--- config.mk ---
export PLATFORM = sky130hd
export DESIGN_NAME = energy_gated_frame_capture
export DESIGN_NICKNAME = d
export VERILOG_FILES = /design/src/egfc_pkg.sv /design/src/egfc_ram.sv /design/src/energy_gated_frame_capture.sv
export SDC_FILE = /design/constraint.sdc
export NUM_CORES = 1
export LEC_CHECK = 0
export BUFFER_PORTS_ARGS = -buffer_cell sky130_fd_sc_hd__buf_2
export CAP_MARGIN = 20
export CORE_UTILIZATION = 30
export DETAILED_ROUTE_END_ITERATION = 6
export PLACE_DENSITY = 0.52
export SLEW_MARGIN = 30
export SYNTH_ARGS = -nofsm -noshare
export SYNTH_HDL_FRONTEND = slang
export SYNTH_SLANG_ARGS = --single-unit
--- constraint.sdc ---
create_clock -name clk -period 7.85 [get_ports clk]
set_clock_uncertainty 0.1 [all_clocks]
set_input_delay 0.785 -clock clk [delete_from_list [all_inputs] [get_ports clk]]
set_output_delay 0.785 -clock clk [all_outputs]
set_load 0.02 [all_outputs]
--- src/egfc_pkg.sv ---
// package with shared constants and types for the energy gated frame capture
`timescale 1ns / 1ps

package egfc_pkg;

    localparam int WINDOW_LEN  = 20;
    localparam int SAMPLE_BITS = 12;

    localparam int WIN_AW = $clog2(WINDOW_LEN);
    localparam int SUM_W  = SAMPLE_BITS + $clog2(WINDOW_LEN);
    localparam int THR_W  = 17;
    localparam int IDX_W  = 10;
    localparam int CMP_W  = (SUM_W > THR_W) ? SUM_W : THR_W;

    localparam int APB_AW = 3;
    localparam int APB_DW = 32;

    localparam logic [THR_W-1:0] THR_RESET = THR_W'(6206);
    localparam logic [IDX_W-1:0] LEN_RESET = IDX_W'(205);

    typedef enum logic
    {
        REG_THRESHOLD = 1'b0,
        REG_FRAME_LEN = 1'b1
    } reg_sel_t;

    typedef struct packed
    {
        logic [SAMPLE_BITS-1:0] sample_value;
        logic                   stored;
        logic [IDX_W-1:0]       position;
        logic                   frame_done;
        logic                   frame_dropped;
        logic                   burst_active;
    } result_t;

endpackage

--- src/egfc_ram.sv ---
// generic single-port-write, single-port-read ram with registered read
`timescale 1ns / 1ps

module egfc_ram #(
    parameter int WIDTH = 8,
    parameter int DEPTH = 16
) (
    input  logic                     clk,
    input  logic                     we,
    input  logic [$clog2(DEPTH)-1:0] waddr,
    input  logic [WIDTH-1:0]         wdata,
    input  logic                     re,
    input  logic [$clog2(DEPTH)-1:0] raddr,
    output logic [WIDTH-1:0]         rdata
);

    logic [WIDTH-1:0] mem [DEPTH];

    always_ff @(posedge clk)
    begin
        if (we)
        begin
            mem[waddr] <= wdata;
        end
        if (re)
        begin
            rdata <= mem[raddr];
        end
    end

endmodule

--- src/energy_gated_frame_capture.sv ---
// top level of the energy gated frame capture block
`timescale 1ns / 1ps

// Energy gated frame capture. Each ADC word on the input channel yields
// exactly one result word. The block takes one word per clock cycle
// sustained while out_ready does not stall the output; a word passes
// through the stage 1 registers and then the result register to the output.
// The rate is set by the window memory, which holds the latest samples in a
// ring and gives one read (the oldest sample) and one write (the new sample)
// per cycle. The running sum becomes valid for testing once the window is
// full; before that no detector decision is made. A sum above threshold_sum
// makes the detector active, a sum at or below it returns it to idle after
// the first burst. One frame of frame_length samples is flagged per burst;
// a partial frame is reported as dropped when the burst ends.
// Registers: threshold_sum at byte address 0, frame_length at byte address 4.
// Write configuration only while no words are in flight.

module energy_gated_frame_capture
    import egfc_pkg::*;
(
    input  logic                     clk,
    input  logic                     rst_n,

    input  logic                     psel,
    input  logic                     penable,
    input  logic                     pwrite,
    input  logic [APB_AW-1:0]        paddr,
    input  logic [APB_DW-1:0]        pwdata,
    output logic [APB_DW-1:0]        prdata,
    output logic                     pready,

    input  logic                     in_valid,
    output logic                     in_ready,
    input  logic [SAMPLE_BITS-1:0]   sample,

    output logic                     out_valid,
    input  logic                     out_ready,
    output logic [SAMPLE_BITS-1:0]   sample_value,
    output logic                     stored,
    output logic [IDX_W-1:0]         position,
    output logic                     frame_done,
    output logic                     frame_dropped,
    output logic                     burst_active
);

    // configuration
    logic [THR_W-1:0] thr_reg;
    logic [IDX_W-1:0] len_reg;
    logic             cfg_we;
    reg_sel_t         cfg_sel;

    assign pready  = 1'b1;
    assign cfg_we  = psel && penable && pwrite;
    assign cfg_sel = reg_sel_t'(paddr[2]);

    always_ff @(posedge clk or negedge rst_n)
    begin
        if (!rst_n)
        begin
            thr_reg <= THR_RESET;
            len_reg <= LEN_RESET;
        end
        else if (cfg_we)
        begin
            unique case (cfg_sel)
                REG_THRESHOLD: thr_reg <= pwdata[THR_W-1:0];
                REG_FRAME_LEN: len_reg <= pwdata[IDX_W-1:0];
                default:       thr_reg <= thr_reg;
            endcase
        end
    end

    always_comb
    begin
        prdata = '0;
        unique case (cfg_sel)
            REG_THRESHOLD: prdata = APB_DW'(thr_reg);
            REG_FRAME_LEN: prdata = APB_DW'(len_reg);
            default:       prdata = '0;
        endcase
    end

    // stage 1: ring pointer and window read
    logic [WIN_AW-1:0]      ptr_reg;
    logic                   full_reg;
    logic                   s1_valid_reg;
    logic [SAMPLE_BITS-1:0] s1_sample_reg;
    logic [WIN_AW-1:0]      s1_addr_reg;
    logic                   s1_full_reg;
    logic                   s1_tested_reg;
    logic [SAMPLE_BITS-1:0] old_sample;

    logic                   out_free;
    logic                   s1_move;
    logic                   in_take;
    logic                   ptr_last;

    result_t                res_reg;
    result_t                res_next;

    assign out_free = !out_valid || out_ready;
    assign s1_move  = s1_valid_reg && out_free;
    assign in_ready = !s1_valid_reg || out_free;
    assign in_take  = in_valid && in_ready;
    assign ptr_last = (ptr_reg == WIN_AW'(WINDOW_LEN - 1));

    always_ff @(posedge clk or negedge rst_n)
    begin
        if (!rst_n)
        begin
            ptr_reg      <= '0;
            full_reg     <= 1'b0;
            s1_valid_reg <= 1'b0;
        end
        else
        begin
            if (in_take)
            begin
                ptr_reg <= ptr_last ? '0 : ptr_reg + 1'b1;
                if (ptr_last)
                begin
                    full_reg <= 1'b1;
                end
                s1_valid_reg <= 1'b1;
            end
            else if (s1_move)
            begin
                s1_valid_reg <= 1'b0;
            end
        end
    end

    always_ff @(posedge clk)
    begin
        if (in_take)
        begin
            s1_sample_reg <= sample;
            s1_addr_reg   <= ptr_reg;
            s1_full_reg   <= full_reg;
            s1_tested_reg <= full_reg || ptr_last;
        end
    end

    egfc_ram #(
        .WIDTH (SAMPLE_BITS),
        .DEPTH (WINDOW_LEN)
    ) u_window (
        .clk   (clk),
        .we    (s1_move),
        .waddr (s1_addr_reg),
        .wdata (s1_sample_reg),
        .re    (in_take),
        .raddr (ptr_reg),
        .rdata (old_sample)
    );

    // stage 2: running sum, detector and frame control
    logic [SUM_W-1:0] sum_reg;
    logic [SUM_W-1:0] sum_next;
    logic             seen_reg;
    logic             seen_next;
    logic             idle_reg;
    logic             idle_next;
    logic             cap_reg;
    logic             cap_next;
    logic [IDX_W-1:0] idx_reg;
    logic [IDX_W-1:0] idx_next;
    logic             taken_reg;
    logic             taken_next;
    logic             dropping;
    logic [IDX_W-1:0] idx_inc;
    logic             above;

    always_comb
    begin
        sum_next   = s1_full_reg ? (sum_reg - SUM_W'(old_sample) + SUM_W'(s1_sample_reg))
                                 : (sum_reg + SUM_W'(s1_sample_reg));
        above      = (CMP_W'(sum_next) > CMP_W'(thr_reg));
        seen_next  = seen_reg;
        idle_next  = idle_reg;
        cap_next   = cap_reg;
        idx_next   = idx_reg;
        taken_next = taken_reg;
        dropping   = 1'b0;
        idx_inc    = idx_reg + 1'b1;

        res_next               = '0;
        res_next.sample_value  = s1_sample_reg;

        if (s1_tested_reg)
        begin
            if (above)
            begin
                if (idle_reg)
                begin
                    seen_next = 1'b1;
                    idle_next = 1'b0;
                end
            end
            else if (seen_reg)
            begin
                idle_next = 1'b1;
            end
            if (seen_next && !idle_next)
            begin
                cap_next = 1'b1;
            end
            if (seen_next && idle_next)
            begin
                dropping = 1'b1;
            end
        end

        if (dropping)
        begin
            res_next.frame_dropped = cap_next && !taken_reg && (idx_reg != '0);
            idx_next   = '0;
            cap_next   = 1'b0;
            taken_next = 1'b0;
        end
        else if (cap_next && !taken_reg)
        begin
            res_next.stored   = 1'b1;
            res_next.position = idx_reg;
            if (idx_inc == len_reg)
            begin
                res_next.frame_done = 1'b1;
                idx_next   = '0;
                taken_next = 1'b1;
            end
            else
            begin
                idx_next = idx_inc;
            end
        end

        res_next.burst_active = !idle_next;
    end

    always_ff @(posedge clk or negedge rst_n)
    begin
        if (!rst_n)
        begin
            sum_reg   <= '0;
            seen_reg  <= 1'b0;
            idle_reg  <= 1'b1;
            cap_reg   <= 1'b0;
            idx_reg   <= '0;
            taken_reg <= 1'b0;
            out_valid <= 1'b0;
        end
        else
        begin
            if (s1_move)
            begin
                sum_reg   <= sum_next;
                seen_reg  <= seen_next;
                idle_reg  <= idle_next;
                cap_reg   <= cap_next;
                idx_reg   <= idx_next;
                taken_reg <= taken_next;
                out_valid <= 1'b1;
            end
            else if (out_ready)
            begin
                out_valid <= 1'b0;
            end
        end
    end

    always_ff @(posedge clk)
    begin
        if (s1_move)
        begin
            res_reg <= res_next;
        end
    end

    assign sample_value  = res_reg.sample_value;
    assign stored        = res_reg.stored;
    assign position      = res_reg.position;
    assign frame_done    = res_reg.frame_done;
    assign frame_dropped = res_reg.frame_dropped;
    assign burst_active  = res_reg.burst_active;

    // checks
    a_pos_zero: assert property (@(posedge clk) disable iff (!rst_n)
        (out_valid && !stored) |-> (position == '0))
        else $error("position nonzero for a word that was not stored");

    a_done_stored: assert property (@(posedge clk) disable iff (!rst_n)
        (out_valid && frame_done) |-> stored)
        else $error("frame completed without storing");

    a_drop_idle: assert property (@(posedge clk) disable iff (!rst_n)
        (out_valid && frame_dropped) |-> (!stored && !burst_active))
        else $error("frame dropped while active or storing");

    a_stall: assert property (@(posedge clk) disable iff (!rst_n)
        (s1_valid_reg && out_valid && !out_ready) |-> !in_ready)
        else $error("input taken while pipeline is stalled");

    a_capture_seen: assert property (@(posedge clk) disable iff (!rst_n)
        cap_reg |-> (seen_reg && !idle_reg))
        else $error("capturing outside a burst");

endmodule
==> qor.csv <==
metric,value,unit
outcome,completed,
hp-class,input pin to asynchronous set/reset pin,
final_cells,2038,
worstPathArrival,6.59,ns
syn_avg_cell_area,14.8,sq um
seqCellArea,0.0106,sq mm
grt_first_pass_wirelength,61.5,mm
p_per_area,367,mW/mm^2
cpPeakStageDelay,0.95,ns
vias_per_cell,4.85,
antenna_found_initial,0,
grt_overflow,0,
finalCritPeriodShare,0.798,
hold_viol,0,
grt_max_degree,67,
die_area,0.0580,sq mm
drc,0,
ys_async_sr_fraction,0.182,
numPlacedInstances,1965,
drv_slew,0,
hold_ws,0.263,ns
synth_seq_area_share,0.619,
clkTransAtPathRegs,0.06,ns
power_leakage,7.16,nW
dieHeight,241,um
startpoint_type,flip-flop,
ant_nets,0,
place_congestion,0.865,
diodes,0,
cts_tree,done,
yosysWarningCount,0,
ys_types,77,
worst_pin_slew,0.942,ns
clock-sinks,363,
post-cts-setup-buffers,0,
fillers,5501,
syn_area,0.0171,sq mm
grtUsageTotal,0.142,
path_buf_inv,2,
avgRoutedWirePerCell,19.8,um
rows,87,
multiInputGateArea,0.00597,sq mm
end_kind,flip-flop,
largest_register_ff_count,240,
synth_ff_type,edfxtp_1,
r2r_slack,1.58,ns
ctsHoldBuffers,0,
num_vias,9892,
post-route-util,0.349,
hpwl,26.0,mm
cp_slowest_cell,edfxtp_1,
final.setup.tns,0,ns
rsz0062_at_grt,no,
synth_edf_count,297,
htree_levels,2,
path_max_fanout,23,
fin_nets,1371,
start_util,0.304,
finalSetupViolCount,0,
clk_path_buf_depth,3,
crit_family,compound AO/OA/AOI/OAI gates,
port_buffers,81,
clock_latency,0.57,ns
vdd_ir_drop_max,0.000157,V
cts.repair.resized,0,
cts_buffers,40,
drive_gt1_frac,0.258,
io_pins,115,
critPathRequiredTime,8.18,ns
drv_cap,0,
period_minus_slack,6.27,ns
syn_to_final_growth,14.9,%
syn_inst,1159,
root_buffer,clkbuf_16,
first_global_vias,10200,
slew_headroom,0.371,
drt_iter0_markers,735,
fmax,0.160,GHz
core-area,0.0564,sq mm
die_w,241,um
worstSetupPathType,flip-flop to flip-flop,
synth-seq-cells,363,
drt_first_pass_iters,5,
total_power,0.00721,W
crit_chain,inv_1 > fa_1 > inv_1 > ha_1 > a211oi_1 > o211ai_1 > a31oi_1 > o41ai_1 > xnor2_1 > nand2_1 > o21ai_0 > ha_1 > and4_1 > nand2_1 > nor4_1 > or4b_1 > o21ai_2 > o21ai_1 > a221o_1,
routed_wl,40.3,mm
## synth_stat cells, types with 4 or more instances
cell	instances	area (sq um)
edfxtp_1	297	8920
inv_1	83	312
nand2_1	77	289
mux4_2	72	1620
nor2_1	60	225
dfrtp_1	53	1330
ha_1	52	651
mux2_2	51	574
o21ai_0	46	230
clkbuf_1	30	113
a21oi_1	28	140
xnor2_1	24	210
nand3_1	20	100
nor3_1	18	90.1
buf_4	17	128
and3_1	14	87.6
xor2_1	14	123
dfstp_2	13	342
fa_1	13	260
a211oi_1	12	90.1
buf_2	11	55.1
nand4_1	9	56.3
a21o_1	8	60.1
a31oi_1	8	50.1
buf_6	7	78.8
mux2i_1	6	60.1
o2111ai_1	6	52.6
o211ai_1	6	45.0
nand2b_1	5	31.3
o21bai_1	5	37.5
a21boi_0	4	30.0
buf_1	4	15.0
nand4b_1	4	35.0
nor2b_1	4	25.0
nor4_1	4	25.0
nor4b_1	4	35.0
o22ai_1	4	25.0
## where the power goes
group / switching, W / leakage (nW) / internal, W / total (W)
Combinational: 0.00160 / 3.10 / 0.00132 / 0.00292
Clock: 0.000773 / 0.599 / 0.00101 / 0.00179
Sequential: 0.000209 / 3.47 / 0.00230 / 0.00251
## routing by layer
metal	wire length, um	vias to the layer above	global-route usage
met2	19500	214	0.239
met4	768	0	0.0362
met3	1630	57	0.0225
li1	-	4554	-
met1	18500	5067	0.190
met5	0	-	0
## area by class of cell
class | instances | share of cell area
tap | 756 | 0.0481
multi-input combinational | 658 | 0.303
clock inverter | 15 | 0.00757
sequential | 363 | 0.539
clock buffer | 57 | 0.0557
inverter | 83 | 0.0158
timing repair buffer | 106 | 0.0305
## cell usage in the layout (no fill, tap or decap), types with 14 or more instances in the layout
master	instances
and3_1	14
conb_1	16
inv_1	82
nand2_1	77
o21ai_0	46
edfxtp_1	297
clkbuf_1	14
buf_4	23
buf_2	81
dfrtp_1	50
nand3_1	20
nor2_1	44
mux2_2	51
mux4_2	72
ha_1	52
clkbuf_16	40
nor3_1	18
a21oi_1	28
xor2_1	14
xnor2_1	24
## worst paths after layout
path,start,end,depth (start not counted)
worst max-delay path,s1_sample_reg[2],idx_reg[2],19
worst min-delay path,rst_n,s1_valid_reg,2
worst max register to register,s1_sample_reg[2],idx_reg[2],19
worst min register to register,full_reg,full_reg,1
max in group asynchronous,rst_n,ptr_reg[0],2
min in group clk,sample[3],s1_sample_reg[3],1
## per-stage QoR
| step | worst slack, ns | cell area [sq um] |
|---|---|---|
| after global placement | 1.62 | 18400 |
| after floorplan | 2.94 | 17200 |
| after CTS | 1.57 | 19600 |
| after detailed placement | 1.62 | 18400 |
| after global routing | 1.23 | 19700 |
| final | 1.58 | 19700 |
## cells by family (layout without fill, tap and decap cells)
kind of cell | Yosys count | after routing | synth area share
other | 2 | 16 | 0.000439
adders and majority gates | 66 | 66 | 0.0538
buffers and inverters | 152 | 261 | 0.0409
xor gates and xnor gates | 38 | 38 | 0.0194
AOI/OAI and AO/OA | 159 | 159 | 0.0616
muxes | 129 | 129 | 0.132
and+or+nand+nor | 250 | 250 | 0.0734
DFF | 363 | 363 | 0.619
No activity file was read; power rests on OpenSTA's default activity.
